[src/rtl/tmb_pkg.sv]
package tmb_pkg;

    // Operation codes carried by the mode field
    typedef enum logic [2:0] {
        OP_TICK   = 3'd0,
        OP_ALLOC  = 3'd1,
        OP_START  = 3'd2,
        OP_STOP   = 3'd3,
        OP_TOGGLE = 3'd4,
        OP_QUERY  = 3'd5
    } op_t;

    typedef enum logic [1:0] {
        ST_IDLE,
        ST_RESP,
        ST_SWEEP,
        ST_EMIT
    } state_t;

    localparam int CHAN_W      = 3;
    localparam int ACT_W       = 4;
    localparam int ACT_MAX     = 15;
    localparam int MAX_RESULTS = 8;
    localparam int RES_IDX_W   = 3;
    localparam int RES_CNT_W   = 4;

    typedef struct packed {
        logic in_fire;
        logic is_tick;
        logic sweep_done;
        logic res_empty;
        logic out_free;
        logic emit_last;
    } fsm_status_t;

    typedef struct packed {
        logic in_ready;
        logic resp_load;
        logic sweep_run;
        logic emit_load;
    } fsm_ctrl_t;

endpackage

[src/rtl/tmb_ram.sv]
module tmb_ram #(
    parameter int WIDTH = 64,
    parameter int DEPTH = 8
) (
    input  logic                                   clk,
    input  logic                                   we,
    input  logic [(DEPTH > 1 ? $clog2(DEPTH) : 1)-1:0] waddr,
    input  logic [WIDTH-1:0]                       wdata,
    input  logic                                   re,
    input  logic [(DEPTH > 1 ? $clog2(DEPTH) : 1)-1:0] raddr,
    output logic [WIDTH-1:0]                       rdata
);

    logic [WIDTH-1:0] mem [DEPTH];
    logic [WIDTH-1:0] rdata_reg;

    always_ff @(posedge clk)
    begin
        if (we)
        begin
            mem[waddr] <= wdata;
        end
        if (re)
        begin
            rdata_reg <= mem[raddr];
        end
    end

    assign rdata = rdata_reg;

endmodule

[src/rtl/tmb_fsm.sv]
module tmb_fsm
    import tmb_pkg::*;
(
    input  logic        clk,
    input  logic        rst_n,
    input  fsm_status_t status,
    output fsm_ctrl_t   ctrl
);

    state_t state_reg;
    state_t state_next;

    always_ff @(posedge clk or negedge rst_n)
    begin
        if (!rst_n)
        begin
            state_reg <= ST_IDLE;
        end
        else
        begin
            state_reg <= state_next;
        end
    end

    always_comb
    begin
        state_next = state_reg;
        case (state_reg)
            ST_IDLE:
            begin
                if (status.in_fire)
                begin
                    state_next = status.is_tick ? ST_SWEEP : ST_RESP;
                end
            end
            ST_RESP:
            begin
                if (status.out_free)
                begin
                    state_next = ST_IDLE;
                end
            end
            ST_SWEEP:
            begin
                if (status.sweep_done)
                begin
                    state_next = ST_EMIT;
                end
            end
            ST_EMIT:
            begin
                if (status.res_empty || (status.out_free && status.emit_last))
                begin
                    state_next = ST_IDLE;
                end
            end
            default:
            begin
                state_next = ST_IDLE;
            end
        endcase
    end

    always_comb
    begin
        ctrl = '0;
        case (state_reg)
            ST_IDLE:
            begin
                ctrl.in_ready = 1'b1;
            end
            ST_RESP:
            begin
                ctrl.resp_load = status.out_free;
            end
            ST_SWEEP:
            begin
                ctrl.sweep_run = 1'b1;
            end
            ST_EMIT:
            begin
                ctrl.emit_load = status.out_free && !status.res_empty;
            end
            default:
            begin
                ctrl = '0;
            end
        endcase
    end

endmodule

[src/rtl/multi_channel_software_timer_bank_unit.sv]
// Channel | Handshake            | Beat contents
// --------+----------------------+-----------------------------------------------
// input   | in_valid / in_ready  | mode, timer_id, ticks, periodic
// output  | out_valid / out_ready| expiry_event, channel, expired, enabled, paused,
//         |                      | active_count, accepted, last
//
// Sequence: allocate, start, stop, toggle and query accept, then load the output
// register; a tick sweeps the count memory one channel per cycle, then drains up
// to eight expiry beats, one a cycle while the output register is free to take one.
// The single read/write port pair of the count memory sets the sweep length.
// Reset: rst_n clears the enable, pause and periodic flags, the id counter and
// all control state; the count memory needs no clearing pass.
// Stalls: a finished beat waits in the output register while the next item is
// accepted; a new result waits for out_ready before it replaces it.
module multi_channel_software_timer_bank_unit
    import tmb_pkg::*;
#(
    parameter int NUM_TIMERS  = 8,
    parameter int COUNT_WIDTH = 32
) (
    input  logic                clk,
    input  logic                rst_n,

    input  logic                in_valid,
    output logic                in_ready,
    input  logic [2:0]          mode,
    input  logic [2:0]          timer_id,
    input  logic [31:0]         ticks,
    input  logic                periodic,

    output logic                out_valid,
    input  logic                out_ready,
    output logic                expiry_event,
    output logic [CHAN_W-1:0]   channel,
    output logic                expired,
    output logic                enabled,
    output logic                paused,
    output logic [ACT_W-1:0]    active_count,
    output logic                accepted,
    output logic                last
);

    // Index width for a channel and counter width that also holds NUM_TIMERS
    localparam int IDW  = (NUM_TIMERS > 1) ? $clog2(NUM_TIMERS) : 1;
    localparam int CNTW = $clog2(NUM_TIMERS + 1);

    fsm_status_t status;
    fsm_ctrl_t   ctrl;

    tmb_fsm u_fsm (
        .clk    (clk),
        .rst_n  (rst_n),
        .status (status),
        .ctrl   (ctrl)
    );

    logic in_fire;
    op_t  op;

    assign in_ready = ctrl.in_ready;
    assign in_fire  = in_valid && ctrl.in_ready;
    assign op       = op_t'(mode);

    // Per-channel flags live in flops; period and count live in the memory
    logic [NUM_TIMERS-1:0] enabled_reg, enabled_next;
    logic [NUM_TIMERS-1:0] paused_reg, paused_next;
    logic [NUM_TIMERS-1:0] periodic_reg, periodic_next;
    logic [CNTW-1:0]       ids_alloc_reg, ids_alloc_next;
    logic [CNTW-1:0]       act_cnt_reg, act_cnt_next;

    // Addressed channel, widened so that it can be range checked and truncated
    logic [IDW+2:0]            id_ext;
    logic                      id_ok;
    logic [IDW-1:0]            id_idx;
    logic                      alloc_ok;
    logic [IDW-1:0]            alloc_idx;
    logic [IDW+CHAN_W-1:0]     alloc_ext;
    logic [COUNT_WIDTH+31:0]   ticks_ext;
    logic [COUNT_WIDTH-1:0]    ticks_cw;
    logic                      start_ok;

    assign id_ext    = {{IDW{1'b0}}, timer_id};
    assign id_ok     = id_ext < (IDW+3)'(NUM_TIMERS);
    assign id_idx    = id_ok ? id_ext[IDW-1:0] : '0;
    assign alloc_ok  = ids_alloc_reg < CNTW'(NUM_TIMERS);
    assign alloc_idx = ids_alloc_reg[IDW-1:0];
    assign alloc_ext = {{CHAN_W{1'b0}}, alloc_idx};
    assign ticks_ext = {{COUNT_WIDTH{1'b0}}, ticks};
    assign ticks_cw  = ticks_ext[COUNT_WIDTH-1:0];
    assign start_ok  = id_ok && (ticks_cw != '0);

    // Count memory: {period, count} per channel
    logic                     ram_we;
    logic [IDW-1:0]           ram_waddr;
    logic [2*COUNT_WIDTH-1:0] ram_wdata;
    logic                     ram_re;
    logic [IDW-1:0]           ram_raddr;
    logic [2*COUNT_WIDTH-1:0] ram_rdata;

    tmb_ram #(
        .WIDTH (2 * COUNT_WIDTH),
        .DEPTH (NUM_TIMERS)
    ) u_ram (
        .clk   (clk),
        .we    (ram_we),
        .waddr (ram_waddr),
        .wdata (ram_wdata),
        .re    (ram_re),
        .raddr (ram_raddr),
        .rdata (ram_rdata)
    );

    logic [COUNT_WIDTH-1:0] rd_period;
    logic [COUNT_WIDTH-1:0] rd_count;

    assign rd_period = ram_rdata[2*COUNT_WIDTH-1:COUNT_WIDTH];
    assign rd_count  = ram_rdata[COUNT_WIDTH-1:0];

    // Sweep pipeline: read channel i while channel i-1 is decremented
    logic [CNTW-1:0] rd_idx_reg, rd_idx_next;
    logic [IDW-1:0]  proc_idx_reg, proc_idx_next;
    logic            rd_more;
    logic            proc_act;
    logic [COUNT_WIDTH-1:0] proc_dec;
    logic            proc_hit;
    logic [COUNT_WIDTH-1:0] proc_new;
    logic [IDW+CHAN_W-1:0]  proc_ext;

    assign rd_more  = rd_idx_reg < CNTW'(NUM_TIMERS);
    assign proc_act = enabled_reg[proc_idx_reg] && !paused_reg[proc_idx_reg];
    assign proc_dec = rd_count - COUNT_WIDTH'(1);
    assign proc_hit = proc_act && (proc_dec == '0);
    assign proc_new = (proc_hit && periodic_reg[proc_idx_reg]) ? rd_period : proc_dec;
    assign proc_ext = {{CHAN_W{1'b0}}, proc_idx_reg};

    always_comb
    begin
        ram_re        = 1'b0;
        ram_raddr     = id_idx;
        rd_idx_next   = rd_idx_reg;
        proc_idx_next = proc_idx_reg;
        if (in_fire && (op == OP_TICK))
        begin
            // Start the sweep at channel 0
            ram_re        = 1'b1;
            ram_raddr     = '0;
            rd_idx_next   = CNTW'(1);
            proc_idx_next = '0;
        end
        else if (in_fire && (op == OP_QUERY))
        begin
            ram_re    = 1'b1;
            ram_raddr = id_idx;
        end
        else if (ctrl.sweep_run && rd_more)
        begin
            ram_re        = 1'b1;
            ram_raddr     = rd_idx_reg[IDW-1:0];
            rd_idx_next   = rd_idx_reg + CNTW'(1);
            proc_idx_next = rd_idx_reg[IDW-1:0];
        end
    end

    always_comb
    begin
        if (ctrl.sweep_run)
        begin
            ram_we    = proc_act;
            ram_waddr = proc_idx_reg;
            ram_wdata = {rd_period, proc_new};
        end
        else
        begin
            ram_we    = in_fire && (op == OP_START) && start_ok;
            ram_waddr = id_idx;
            ram_wdata = {ticks_cw, ticks_cw};
        end
    end

    // Flag and counter updates; at most one channel changes per cycle
    always_comb
    begin
        enabled_next   = enabled_reg;
        paused_next    = paused_reg;
        periodic_next  = periodic_reg;
        ids_alloc_next = ids_alloc_reg;
        act_cnt_next   = act_cnt_reg;
        if (in_fire)
        begin
            case (op)
                OP_ALLOC:
                begin
                    if (alloc_ok)
                    begin
                        if (enabled_reg[alloc_idx])
                        begin
                            act_cnt_next = act_cnt_reg - CNTW'(1);
                        end
                        enabled_next[alloc_idx] = 1'b0;
                        ids_alloc_next = ids_alloc_reg + CNTW'(1);
                    end
                end
                OP_START:
                begin
                    if (start_ok)
                    begin
                        if (!enabled_reg[id_idx])
                        begin
                            act_cnt_next = act_cnt_reg + CNTW'(1);
                        end
                        enabled_next[id_idx]  = 1'b1;
                        paused_next[id_idx]   = 1'b0;
                        periodic_next[id_idx] = periodic;
                    end
                end
                OP_STOP:
                begin
                    if (id_ok && enabled_reg[id_idx])
                    begin
                        act_cnt_next = act_cnt_reg - CNTW'(1);
                        enabled_next[id_idx] = 1'b0;
                    end
                end
                OP_TOGGLE:
                begin
                    if (id_ok && enabled_reg[id_idx])
                    begin
                        paused_next[id_idx] = !paused_reg[id_idx];
                    end
                end
                default:
                begin
                end
            endcase
        end
        if (ctrl.sweep_run && proc_hit && !periodic_reg[proc_idx_reg])
        begin
            // One-shot expiry: drop the enable
            enabled_next[proc_idx_reg] = 1'b0;
            act_cnt_next = act_cnt_reg - CNTW'(1);
        end
    end

    always_ff @(posedge clk or negedge rst_n)
    begin
        if (!rst_n)
        begin
            enabled_reg   <= '0;
            paused_reg    <= '0;
            periodic_reg  <= '0;
            ids_alloc_reg <= '0;
            act_cnt_reg   <= '0;
            rd_idx_reg    <= '0;
            proc_idx_reg  <= '0;
        end
        else
        begin
            enabled_reg   <= enabled_next;
            paused_reg    <= paused_next;
            periodic_reg  <= periodic_next;
            ids_alloc_reg <= ids_alloc_next;
            act_cnt_reg   <= act_cnt_next;
            rd_idx_reg    <= rd_idx_next;
            proc_idx_reg  <= proc_idx_next;
        end
    end

    // Expiry buffer: hold up to eight channel numbers until the sweep ends,
    // since every beat carries the count of enabled channels after the tick
    logic [CHAN_W-1:0]    xbuf_reg [MAX_RESULTS];
    logic [RES_CNT_W-1:0] fill_reg, fill_next;
    logic [RES_IDX_W-1:0] emit_ptr_reg, emit_ptr_next;
    logic                 xbuf_push;
    logic                 emit_last;

    assign xbuf_push = ctrl.sweep_run && proc_hit && (fill_reg < RES_CNT_W'(MAX_RESULTS));
    assign emit_last = ({1'b0, emit_ptr_reg} + RES_CNT_W'(1)) == fill_reg;

    always_comb
    begin
        fill_next     = fill_reg;
        emit_ptr_next = emit_ptr_reg;
        if (in_fire && (op == OP_TICK))
        begin
            fill_next     = '0;
            emit_ptr_next = '0;
        end
        else
        begin
            if (xbuf_push)
            begin
                fill_next = fill_reg + RES_CNT_W'(1);
            end
            if (ctrl.emit_load)
            begin
                emit_ptr_next = emit_ptr_reg + RES_IDX_W'(1);
            end
        end
    end

    always_ff @(posedge clk or negedge rst_n)
    begin
        if (!rst_n)
        begin
            fill_reg     <= '0;
            emit_ptr_reg <= '0;
        end
        else
        begin
            fill_reg     <= fill_next;
            emit_ptr_reg <= emit_ptr_next;
        end
    end

    always_ff @(posedge clk)
    begin
        if (xbuf_push)
        begin
            xbuf_reg[fill_reg[RES_IDX_W-1:0]] <= proc_ext[CHAN_W-1:0];
        end
    end

    // Single-result operations: capture the answer at accept
    logic              resp_query_reg;
    logic [CHAN_W-1:0] resp_chan_reg;
    logic              resp_en_reg;
    logic              resp_pa_reg;
    logic              resp_acc_reg;

    always_ff @(posedge clk)
    begin
        if (in_fire)
        begin
            resp_query_reg <= (op == OP_QUERY);
            resp_en_reg    <= (op == OP_QUERY) && id_ok && enabled_reg[id_idx];
            resp_pa_reg    <= (op == OP_QUERY) && id_ok && paused_reg[id_idx];
            case (op)
                OP_ALLOC:
                begin
                    resp_chan_reg <= alloc_ok ? alloc_ext[CHAN_W-1:0] : '0;
                    resp_acc_reg  <= alloc_ok;
                end
                OP_START:
                begin
                    resp_chan_reg <= timer_id;
                    resp_acc_reg  <= start_ok;
                end
                OP_STOP, OP_TOGGLE, OP_QUERY:
                begin
                    resp_chan_reg <= timer_id;
                    resp_acc_reg  <= 1'b0;
                end
                default:
                begin
                    resp_chan_reg <= '0;
                    resp_acc_reg  <= 1'b0;
                end
            endcase
        end
    end

    // Output register
    logic              out_valid_reg;
    logic              expiry_event_reg;
    logic [CHAN_W-1:0] channel_reg;
    logic              expired_reg;
    logic              enabled_out_reg;
    logic              paused_out_reg;
    logic [ACT_W-1:0]  active_count_reg;
    logic              accepted_reg;
    logic              last_reg;
    logic              out_free;
    logic [ACT_W-1:0]  act_sat;

    assign out_free = !out_valid_reg || out_ready;
    assign act_sat  = (act_cnt_reg > CNTW'(ACT_MAX)) ? ACT_W'(ACT_MAX)
                                                      : ACT_W'(act_cnt_reg);

    always_ff @(posedge clk or negedge rst_n)
    begin
        if (!rst_n)
        begin
            out_valid_reg <= 1'b0;
        end
        else if (ctrl.resp_load || ctrl.emit_load)
        begin
            out_valid_reg <= 1'b1;
        end
        else if (out_ready)
        begin
            out_valid_reg <= 1'b0;
        end
    end

    always_ff @(posedge clk)
    begin
        if (ctrl.resp_load)
        begin
            expiry_event_reg <= 1'b0;
            channel_reg      <= resp_chan_reg;
            expired_reg      <= resp_query_reg && resp_en_reg && (rd_count == '0);
            enabled_out_reg  <= resp_en_reg;
            paused_out_reg   <= resp_pa_reg;
            active_count_reg <= act_sat;
            accepted_reg     <= resp_acc_reg;
            last_reg         <= 1'b1;
        end
        else if (ctrl.emit_load)
        begin
            expiry_event_reg <= 1'b1;
            channel_reg      <= xbuf_reg[emit_ptr_reg];
            expired_reg      <= 1'b0;
            enabled_out_reg  <= 1'b0;
            paused_out_reg   <= 1'b0;
            active_count_reg <= act_sat;
            accepted_reg     <= 1'b0;
            last_reg         <= emit_last;
        end
    end

    assign out_valid    = out_valid_reg;
    assign expiry_event = expiry_event_reg;
    assign channel      = channel_reg;
    assign expired      = expired_reg;
    assign enabled      = enabled_out_reg;
    assign paused       = paused_out_reg;
    assign active_count = active_count_reg;
    assign accepted     = accepted_reg;
    assign last         = last_reg;

    // FSM status
    assign status.in_fire    = in_fire;
    assign status.is_tick    = (op == OP_TICK);
    assign status.sweep_done = !rd_more;
    assign status.res_empty  = (fill_reg == '0);
    assign status.out_free   = out_free;
    assign status.emit_last  = emit_last;

    // Running enable count tracks the flags exactly
    a_act_cnt: assert property (@(posedge clk) disable iff (!rst_n)
        act_cnt_reg == CNTW'($countones(enabled_reg)))
        else $error("active count out of step with enable flags");

    a_fill_bound: assert property (@(posedge clk) disable iff (!rst_n)
        fill_reg <= RES_CNT_W'(MAX_RESULTS))
        else $error("expiry buffer overfilled");

    a_rd_idx_bound: assert property (@(posedge clk) disable iff (!rst_n)
        rd_idx_reg <= CNTW'(NUM_TIMERS))
        else $error("sweep read index past last channel");

    a_no_stray_write: assert property (@(posedge clk) disable iff (!rst_n)
        (ram_we && !ctrl.sweep_run) |-> (in_fire && (op == OP_START)))
        else $error("count memory written outside sweep or start");

    a_emit_drains: assert property (@(posedge clk) disable iff (!rst_n)
        (ctrl.emit_load && emit_last) |=> !ctrl.emit_load)
        else $error("expiry beat issued after last one");

endmodule
[config.mk]
export PLATFORM = sky130hd
export DESIGN_NAME = multi_channel_software_timer_bank_unit
export DESIGN_NICKNAME = d
export VERILOG_FILES = /design/src/rtl/tmb_pkg.sv /design/src/rtl/tmb_ram.sv /design/src/rtl/tmb_fsm.sv /design/src/rtl/multi_channel_software_timer_bank_unit.sv
export SDC_FILE = /design/constraint.sdc
export NUM_CORES = 1
export LEC_CHECK = 0
export BUFFER_PORTS_ARGS = -buffer_cell sky130_fd_sc_hd__buf_4
export CORE_MARGIN = 4
export CORE_UTILIZATION = 38
export DETAILED_ROUTE_END_ITERATION = 16
export SYNTH_ARGS = -nofsm -noshare
export SYNTH_HDL_FRONTEND = slang
export SYNTH_SLANG_ARGS = --single-unit
[constraint.sdc]
create_clock -name clk -period 6.7 [get_ports clk]
set_input_delay 0.67 -clock clk [delete_from_list [all_inputs] [get_ports clk]]
set_output_delay 0.67 -clock clk [all_outputs]
set_load 0.02 [all_outputs]
# Word level (Yosys, flattened, before mapping)
# Memories as Yosys holds them, arrays and structs flattened. A register that Yosys moved wholly into a read port is not among the register bits.
# Cells that the tools add are included.
[word_totals]
reg_bits = 69
ramBits = 536
input_bits = 43
n_memories = 2
[mem_list]
columns = ["memory", "words", "word_bits", "read_ports", "rd_clocked_by_memory_dff", "wr", "line_no", "text"]
rows = [
  ["u_ram.mem", 8, 64, 1, 1, 1, "tmb_ram.sv:14", "logic [WIDTH-1:0] mem [DEPTH];"],
  ["xbuf_reg", 8, 3, 1, 0, 1, "multi_channel_software_timer_bank_unit.sv:270", "logic [CHAN_W-1:0] xbuf_reg [MAX_RESULTS];"],
]
[op_classes]
add_sub_neg = 8
n_lt_le_gt_ge = 11
n_eq_ne = 21
mux = 87
bitwise = 8
reduce_logical = 53
[op_table]
columns = ["op", "count"]
rows = [
  ["32-bit zero test", 2],
  ["64-bit two-way mux", 1],
  ["4-bit two-way mux", 15],
  ["8-bit two-way mux", 7],
  ["3-bit two-way mux", 13],
  ["8-bit bitwise AND", 4],
  ["32-bit two-way mux", 1],
  ["32-bit nonzero test", 1],
  ["32-bit by 1-bit subtractor with 32-bit output, second input constant", 1],
  ["1-bit two-way mux", 28],
  ["1-bit logical AND", 24],
  ["8-bit NOT", 3],
  ["8-bit one-hot mux with 3 select lines", 1],
  ["1-bit binary-select mux with 3-bit select", 6],
  ["4-bit by 1-bit adder with 4-bit output, second input constant", 4],
  ["8-bit bitwise mux", 2],
  ["3-bit by 4-bit < comparator with 1-bit output, second input constant", 4],
  ["8-bit one-hot mux with 2 select lines", 1],
  ["2-bit nonzero test", 7],
  ["4-bit < comparator, second input constant", 3],
  ["4-bit one-hot mux with 3 select lines", 1],
  ["2-bit two-way mux", 5],
  ["2-bit != test, second input constant", 5],
  ["1-bit demux with 3-bit select", 3],
  ["29 further kinds", 46],
]

# Depth between registers and ports, before layout
# Gate-level depths: netlist (run 1).
[logic_depth]
ltp_word = 13
ltp_mapped = 14
ltp_nobuf = 10

# Cells and area by module
# A second synthesis (run 1) with hierarchy kept.
[hier_totals]
cells_unflattened = 1590
area_unflattened_um2 = 28070.7
[modules_own_cells]
columns = ["mod", "instances", "cells_per_inst", "area_each_um2", "seq_area_each_um2"]
rows = [
  ["tmb_ram", 1, 816, 21187.8, 17296.6],
  ["multi_channel_software_timer_bank_unit", 1, 760, 6747.7, 2477.4],
  ["tmb_fsm", 1, 14, 135.1, 50.0],
]

# Worst setup path after synthesis (run 1)
# OpenSTA, ideal clock, no wires.
[synth_path]
path_type = "input to register"
from = "input port mode[2]"
to = "memory u_ram.mem[0][0], enable pin"
t_arrival_ps = 4521
t_required_ps = 6213
path_slack_ps = 1692
cell_stages = 8
path_buffers = 1
cell_sequence = "inv_1 nand2_1 nor2_1 o21ai_0 nor2_1 clkbuf_1 o21ai_0 nor2_1"
[synth_via]
elab_chain_cells = 6
[synth_rtl]
columns = ["item", "line_no", "text"]
rows = [
  ["start: declaration", "multi_channel_software_timer_bank_unit.sv:26", "input logic [2:0] mode,"],
  ["3-bit by 2-bit == test with 1-bit output", "multi_channel_software_timer_bank_unit.sv:174", "ram_we = in_fire && (op == OP_START) && start_ok;"],
  ["1-bit logical AND (2 in a row)", "multi_channel_software_timer_bank_unit.sv:174", ""],
  ["1-bit two-way mux", "multi_channel_software_timer_bank_unit.sv:166", "if (ctrl.sweep_run)"],
  ["1-bit two-way mux", "tmb_ram.sv:19", "if (we)"],
  ["1-bit two-way mux (not written as such)", "tmb_ram.sv:21", "mem[waddr] <= wdata;"],
  ["end: declaration", "tmb_ram.sv:14", ""],
]
# Every way passes these cells.

# Worst setup path in the final report (run 1)
[layout_path]
from = "register u_ram.rdata_reg[1], in the netlist u_ram.rdata[1] (read register of u_ram.mem)"
to = "memory u_ram.mem[5][14], data pin"
[layout_via]
elab_chain_cells = 6
[layout_rtl]
columns = ["item", "line_no", "text"]
rows = [
  ["start: declaration", "tmb_ram.sv:15", "logic [WIDTH-1:0] rdata_reg;"],
  ["32-bit by 1-bit subtractor with 32-bit output *", "multi_channel_software_timer_bank_unit.sv:131", "assign proc_dec = rd_count - COUNT_WIDTH'(1);"],
  ["32-bit zero test", "multi_channel_software_timer_bank_unit.sv:132", "assign proc_hit = proc_act && (proc_dec == '0);"],
  ["1-bit logical AND", "multi_channel_software_timer_bank_unit.sv:132", ""],
  ["1-bit logical AND", "multi_channel_software_timer_bank_unit.sv:133", "assign proc_new = (proc_hit && periodic_reg[proc_idx_reg]) ? rd_period : proc_dec;"],
  ["32-bit two-way mux *", "multi_channel_software_timer_bank_unit.sv:133", ""],
  ["64-bit two-way mux *", "multi_channel_software_timer_bank_unit.sv:166", ""],
  ["net ram_wdata[14]", "multi_channel_software_timer_bank_unit.sv:95", "logic [2*COUNT_WIDTH-1:0] ram_wdata;"],
]
# The timed path passes the listed nets; every way through them passes the cells marked *.

==> results of run 1 <==
[synthesized netlist by cell type (all sizes together) (8+ instances only)]
cell / n / area, um^2
a31oi: 31 / 193.9
nand2: 771 / 2894
mux4: 8 / 180.2
xor2: 13 / 113.9
nand3: 345 / 1727
ha: 10 / 125.1
edfxtp: 618 / 18560
nand2b: 11 / 68.82
xnor2: 19 / 166.4
o21ai: 106 / 530.5
nand4: 10 / 62.56
nor2: 108 / 407.9
inv: 24 / 90.09
o31a: 10 / 87.58
clkbuf: 136 / 511.7
nor4: 30 / 215.2
or4: 9 / 75.07
a211oi: 8 / 60.06
mux2: 17 / 191.4
nor3: 32 / 176.4
a21oi: 25 / 125.1
dfrtp: 49 / 1226
and4: 10 / 87.58
buf: 16 / 75.07
[cell families after synthesis]
kind of cell	count (synthesis)	share of synthesized area [%]
adders and majority gates	10	0.4342
AOI/OAI and AO/OA	233	4.941
xor gates and xnor gates	32	0.9725
DFF	669	68.79
buffers and inverters	177	2.362
muxes	32	1.533
and+or+nand+nor	1369	20.97
[final cells by class]
cell class | count | area [um^2]
clock buffer | 84 | 1847
timing repair buffer | 79 | 643.1
fill | 6871 | 42250
sequential | 669 | 19820
multi-input combinational | 1676 | 8447
tap | 969 | 1212
clock inverter | 47 | 508.0
inverter | 25 | 93.84
[routing by layer]
layer  wire length (um)  share of wire (%)
met4               1764                2.3
met2              34950                 45
met3               6881                8.8
met1              34130                 44
met5                 45              0.058
[critical path, delay by kind of cell (launching register included)]
family	cells	cell delay, ns
compound gates	2	0.90
fa+ha+maj	1	0.32
buf+inv	2	0.57
flops	1	0.46
simple gates	6	1.78
[power by group through the flow]
| stage | combinational, mW | clock (mW) | sequential [mW] |
|---|---|---|---|
| finish | 2.11 | 3.95 | 5.38 |
| floorplan | 1.42 | 0 | 5.32 |
| global placement | 2.07 | 0 | 5.45 |
| global route | 2.34 | 4.20 | 5.41 |
| detailed placement | 2.11 | 0 | 5.46 |
| CTS | 2.12 | 4.02 | 5.37 |
[stage by stage]
step / util [%] / std cells / power [mW]
5_1_grt: 43.54 / 3549 / 11.96
4_1_cts: 43.54 / 3549 / 11.52
6_report: 43.54 / 3549 / 11.44
2_1_floorplan: - / 2522 / 6.743
3_5_place_dp: 40.39 / 3418 / 7.570
3_3_place_gp: 40.39 / 3418 / 7.521
[worst max-delay path by stage]
| stage | from | depth (start not counted) | slack, ns | endpoint |
|---|---|---|---|---|
| detailed placement | mode[2] | 9 | 1.98 | u_ram.mem[1][0] |
| global placement | mode[2] | 9 | 2.08 | u_ram.mem[1][0] |
| CTS | proc_idx_reg[0] | 8 | 2.36 | u_ram.mem[1][38] |
| global route | u_ram.rdata[6] | 9 | 1.97 | u_ram.mem[4][24] |
| floorplan | mode[2] | 8 | 1.69 | u_ram.mem[0][0] |
| finish | u_ram.rdata[1] | 11 | 2.35 | u_ram.mem[5][14] |
==> run_results.csv, run 1 <==
group,metric,value,unit
clock_network,clock_latency,0.62,ns
clock_network,cts.sinks,669,
cells_and_area,largest_reg_flops,512,
power,peakVddDrop,0.2500,mV
synth,async_flop_share,7.324,%
power,powerDensity,351.2,nW/um^2
setup_path,cp_common_cell,"nand2_1",
floorplan,start_util,38.52,%
synth,syn_inst,2522,
placement,dpl_worst_slack,1.984,ns
synth,synth-seq-cells,669,
setup_path,path_cells,"inv_1 > ha_1 > nor4b_4 > nand2_1 > o21ai_0 > nand4_1 > or4_4 > nor4_2 > buf_4 > nand2_1 > a31oi_1",
setup_path,critical_path_class,"reg -> reg",
global_routing,grt_pass1_wl,118700,um
synth,synth_edf_count,618,
synth,synth_area_per_cell,11.43,um^2
setup_path,reg2reg_depth,11,
global_routing,grt_pass1_vias,19030,
detailed_routing,wl,77770,um
timing,hold_violations,0,
detailed_routing,vias_per_cell,5.583,
min_path,hold_class,"in -> async",
clock_network,postCtsSetupBuffers,0,
synth,syn-num-nets,2575,
global_routing,antenna_found_initial,3,
placement,post_dp_cell_area,30220,um^2
clock_network,cts_resized,0,
synth,syn_area,28820,um^2
setup_path,critPathMaxFanout,30,
global_routing,use_met3,4.490,%
timing,skew,0.03411,ns
job,max-cap-violations,0,
power,intPower,7.963,mW
clock_network,ctsHtreeMaxLevel,3,
floorplan,die_h,283.4,um
setup_path,r2r-end,"u_ram.mem[5][14]",
cells_and_area,area_delta_synth_final,13.03,%
detailed_routing,vias,19820,
global_routing,grt_use_met1,27.23,%
timing,setup_viol,0,
global_routing,grt_overflow,0,
cells_and_area,drive_above_1_share,9.147,%
timing,grt_setup_unrepaired,"no",
synth,ys_warn_count,0,
clock_network,root_buffer,"clkbuf_16",
timing,setup_tns,0,ns
power,switching_power,3.476,mW
setup_path,r2r-start,"u_ram.rdata[1]",
setup_path,endpoint_kind,"register",
global_routing,grt_max_degree,193,
clock_network,cts_buffer_depth,3,
setup_path,crit_slowest_cell,"a31oi_1",
setup_path,cp_data_required_time,7.02,ns
clock_network,clkTransAtPathRegs,0.06,ns
setup_path,max_stage_delay,0.61,ns
power,p_leak,11.44,nW
power,seq_power_share,47.0,%
global_routing,grtUsageMet2,29.09,%
setup_path,reg2reg_slack,2.35,ns
timing,finalHoldWorstSlack,0.08277,ns
timing,worst_slack,2.350,ns
cells_and_area,design_area,32580,um^2
power,p_clk_share,34.5,%
placement,numPortBuffers,57,
floorplan,dieArea,80310,um^2
synth,synth.distinct_cells,74,
clock_network,cts_hold_buf,0,
detailed_routing,wl_per_cell,21.91,um
outcome,status,"completed",
power,combPwrFrac,18.4,%
placement,gp_congestion,0.8974,
timing,final_max_slew_viol_count,0,
synth,ys.flop_type,"edfxtp_1",
timing,min_period,4.350,ns
detailed_routing,antenna_left,0,
global_routing,grt_usage,18.93,%
placement,dp_hpwl,44950,um
setup_path,cp.arrival,4.67,ns
global_routing,top_usage_layer,"met2",
floorplan,io-pin-count,58,
cells_and_area,antenna_cells,0,
floorplan,coreArea,74820,um^2
detailed_routing,drc,0,
clock_network,cts_made_buffers,72,
floorplan,die_x,283.4,um
cells_and_area,final_cell_mix,"nand2_1 (770), edfxtp_1 (618), nand3_1 (345), o21ai_0 (103), nor2_1 (99)",
synth,ys_seq_area_share,68.79,%
cells_and_area,final_common_cell,"nand2_1",
setup_path,crit_path_start_kind,"register",
timing,slew_headroom,11.77,%
clock_network,cts_tree,"yes",
timing,finalCritPeriodShare,64.93,%
floorplan,rows,100,
timing,max_freq,229.9,MHz
power,p_sw_share,30.38,%
detailed_routing,drtPass1Iterations,8,
timing,tightestPinTransition,1.323,ns
cells_and_area,fin_nets,2576,
detailed_routing,drt_iter0_drc,2135,
Power figures use the tool's default switching activity.
==> run 2: changes to the inputs <==
--- a/config.mk
+++ b/config.mk
@@ -5,6 +5,7 @@
 export SDC_FILE = /design/constraint.sdc
 export NUM_CORES = 1
 export LEC_CHECK = 0
+export ABC_AREA = 1
 export BUFFER_PORTS_ARGS = -buffer_cell sky130_fd_sc_hd__buf_4
 export CORE_MARGIN = 4
 export CORE_UTILIZATION = 38
==> constraint.sdc (replaced) <==
create_clock -name clk -period 3.8 [get_ports clk]
set_input_delay 0.38 -clock clk [delete_from_list [all_inputs] [get_ports clk]]
set_output_delay 0.38 -clock clk [all_outputs]
set_load 0.02 [all_outputs]
==> run_results.csv, run 2 <==
group,metric,value,unit
timing,hold_violations,0,
detailed_routing,drtPass1Iterations,5,
cells_and_area,fin_nets,2645,
global_routing,grt_pass1_wl,115200,um
detailed_routing,vias,19580,
timing,max_freq,297.9,MHz
job,max-cap-violations,0,
synth,yosys-top-cells-area,"edfxtp_1 (64%), nor2_1 (5.2%), nand2_1 (4.7%)",
detailed_routing,wl,75640,um
global_routing,grt_overflow,0,
power,switching_power,9.544,mW
clock_network,root_buffer,"clkbuf_16",
placement,gp_congestion,0.8886,
synth,synth_top_area_cell,"edfxtp_1",
min_path,hold_class,"in -> reg",
power,seq_power_share,40.5,%
timing,slew_headroom,19.62,%
floorplan,rows,101,
global_routing,grt_pass1_vias,19260,
detailed_routing,vias_per_cell,5.407,
cells_and_area,drive_above_1_share,11.65,%
placement,dpl_worst_slack,0.4800,ns
detailed_routing,drc,0,
floorplan,io-pin-count,58,
setup_path,cp_data_required_time,4.09,ns
floorplan,die_x,284.2,um
floorplan,dieArea,80750,um^2
timing,min_period,3.356,ns
floorplan,start_util,38.22,%
clock_network,clkTransAtPathRegs,0.06,ns
synth,ys.flop_type,"edfxtp_1",
detailed_routing,drt_iter0_drc,1823,
timing,finalCritPeriodShare,88.33,%
cells_and_area,fin_util,43.51,%
synth,yosys-top-cells-count,"edfxtp_1 (618), nor2_1 (404), nand2_1 (366)",
synth,syn-num-nets,2588,
clock_network,cts.sinks,669,
power,combPwrFrac,33.6,%
global_routing,antenna_found_initial,2,
synth,syn_area,28980,um^2
setup_path,path_cells,"inv_1 > ha_1 > nand2_2 > nor2_4 > nand2_1 > xor2_1 > inv_1 > nor2_1 > nand2_1 > nor2_1 > nand2_1 > nor2_1 > nand2_1 > nor2_4 > nand2_2 > nor2_1",
power,intPower,16.52,mW
cells_and_area,antenna_cells,0,
clock_network,cts_tree,"yes",
power,p_leak,11.67,nW
synth,synth_edf_count,618,
setup_path,crit_slowest_cell,"edfxtp_1",
synth,yosysMostFrequentCell,"edfxtp_1",
timing,setup_viol,0,
floorplan,coreArea,75820,um^2
detailed_routing,top_layer_used,"met5",
synth,ys_warn_count,0,
setup_path,critical_path_class,"reg -> reg",
global_routing,grt_usage,18.34,%
cells_and_area,design_area,32990,um^2
power,peakVddDrop,0.4225,mV
detailed_routing,wl_per_cell,20.88,um
cells_and_area,final_cell_mix,"edfxtp_1 (618), nor2_1 (396), nand2_1 (366), o21ai_0 (210), inv_1 (167)",
placement,dp_hpwl,44810,um
floorplan,die_h,284.2,um
global_routing,grt_max_degree,129,
detailed_routing,m1WireLength,34430,um
synth,async_flop_share,7.324,%
synth,synth.distinct_cells,54,
cells_and_area,final_common_cell,"edfxtp_1",
cells_and_area,largest_reg_flops,512,
clock_network,cts_made_buffers,71,
timing,tightestPinTransition,1.195,ns
power,p_sw_share,36.61,%
power,p_clk_share,26.0,%
synth,netlist.area_leader.share,64.04,%
setup_path,crit_path_start_kind,"register",
timing,final_max_slew_viol_count,0,
synth,synth-seq-cells,669,
setup_path,max_stage_delay,0.41,ns
detailed_routing,route.met2.wl,34810,um
clock_network,cts_buffer_depth,3,
synth,synth_area_per_cell,11.43,um^2
clock_network,ctsHtreeMaxLevel,3,
power,powerDensity,790.1,nW/um^2
synth,ys_seq_area_share,68.41,%
outcome,status,"completed",
detailed_routing,wl_met3,4969,um
synth,syn_inst,2535,
setup_path,endpoint_kind,"register",
timing,worst_slack,0.4435,ns
timing,grt_setup_unrepaired,"no",
placement,numPortBuffers,57,
setup_path,critPathMaxFanout,9,
detailed_routing,antenna_left,0,
timing,skew,0.04455,ns
clock_network,cts_resized,0,
setup_path,cp.arrival,3.65,ns
cells_and_area,area_delta_synth_final,13.85,%
placement,post_dp_cell_area,30710,um^2
clock_network,clock_latency,0.63,ns
run 2: changes by cell type in the layout (fill, tap and decap cells not counted), moves of 13 or more:
| cell | change |
|---|---|
| nand2_1 | -404 |
| nor2_1 | +297 |
| nand3_1 | -255 |
| inv_1 | +143 |
| o22ai_1 | +134 |
| o21ai_1 | +132 |
| o21ai_0 | +107 |
| mux2_2 | +48 |
| a31oi_1 | -31 |
| nor3_1 | -20 |
| nor4_1 | -17 |
| xnor2_1 | -17 |
| buf_12 | +13 |
run 2: final timing paths:
path / start / end / slack, ns / cells past startpoint
max: u_ram.rdata[0] / xbuf_reg[5][1] / 0.44 / 16
min: periodic / periodic_reg[6] / 0.06 / 3
max reg2reg: u_ram.rdata[0] / xbuf_reg[5][1] / 0.44 / 16
min reg2reg: expiry_event / expiry_event / 0.48 / 1
max in group asynchronous: rst_n / ids_alloc_reg[1] / 2.96 / 2
min in group asynchronous: rst_n / emit_ptr_reg[0] / 0.35 / 2
run 2: cells by family after synthesis:
family	after synthesis	synth area share (%)
muxes	75	2.867
AOI/OAI and AO/OA	540	10.35
DFF	669	68.41
adders and majority gates	10	0.4317
xor gates and xnor gates	13	0.3929
buffers and inverters	295	4.179
and+or+nand+nor	933	13.38
run 2: layer usage:
| layer | vias to the layer above | global-route usage, % |
|---|---|---|
| li1 | 9131 | - |
| met4 | 2 | 4.352 |
| met5 | - | 0 |
| met2 | 675 | 29.30 |
| met1 | 9670 | 26.40 |
| met3 | 106 | 3.063 |
run 2: worst max-delay path, delay by kind of cell, from the launching register on:
kind / cells / cell delay, ns
XOR/XNOR: 1 / 0.28
adder cells (fa/ha/maj): 1 / 0.21
buffers and inverters: 2 / 0.20
flip-flops: 1 / 0.41
AND/OR/NAND/NOR: 12 / 1.90
run 2: area by class of cell:
class,instances,area [um^2]
repair buffers,100,965.9
well taps,978,1224
multi-input cells,1571,8024
clock buffers,85,1851
clock inverters,40,424.2
flip-flops and latches,669,19820
fillers,7023,42830
inverters,179,680.7
run 2: metrics by stage:
step                      setup TNS [ns]  power, mW  std cells  hold WS, ns
final                                  0      26.07       3622      0.06150
after global routing                   0      27.55       3622      0.05584
after CTS                              0      26.22       3622      0.03478
after detailed placement               0      19.38       3496       0.4720
after global placement                 0      19.18       3496       0.4574
after floorplan                  -251.97      16.47       2535      0.08441
run 2: what timing repair did:
action,4_1_cts,5_1_grt
setup buffers,0,0
hold buffers,1,0
hold endpoints to repair,49,0
endpoints found under the setup margin,0,0
run 2: power by group through the flow:
stage | clock network, mW | registers, mW | logic [mW]
global placement | 0 | 10.7 | 8.51
finish | 6.77 | 10.5 | 8.76
CTS | 6.91 | 10.5 | 8.76
floorplan | 0 | 10.6 | 5.90
global route | 7.24 | 10.6 | 9.69
detailed placement | 0 | 10.7 | 8.70
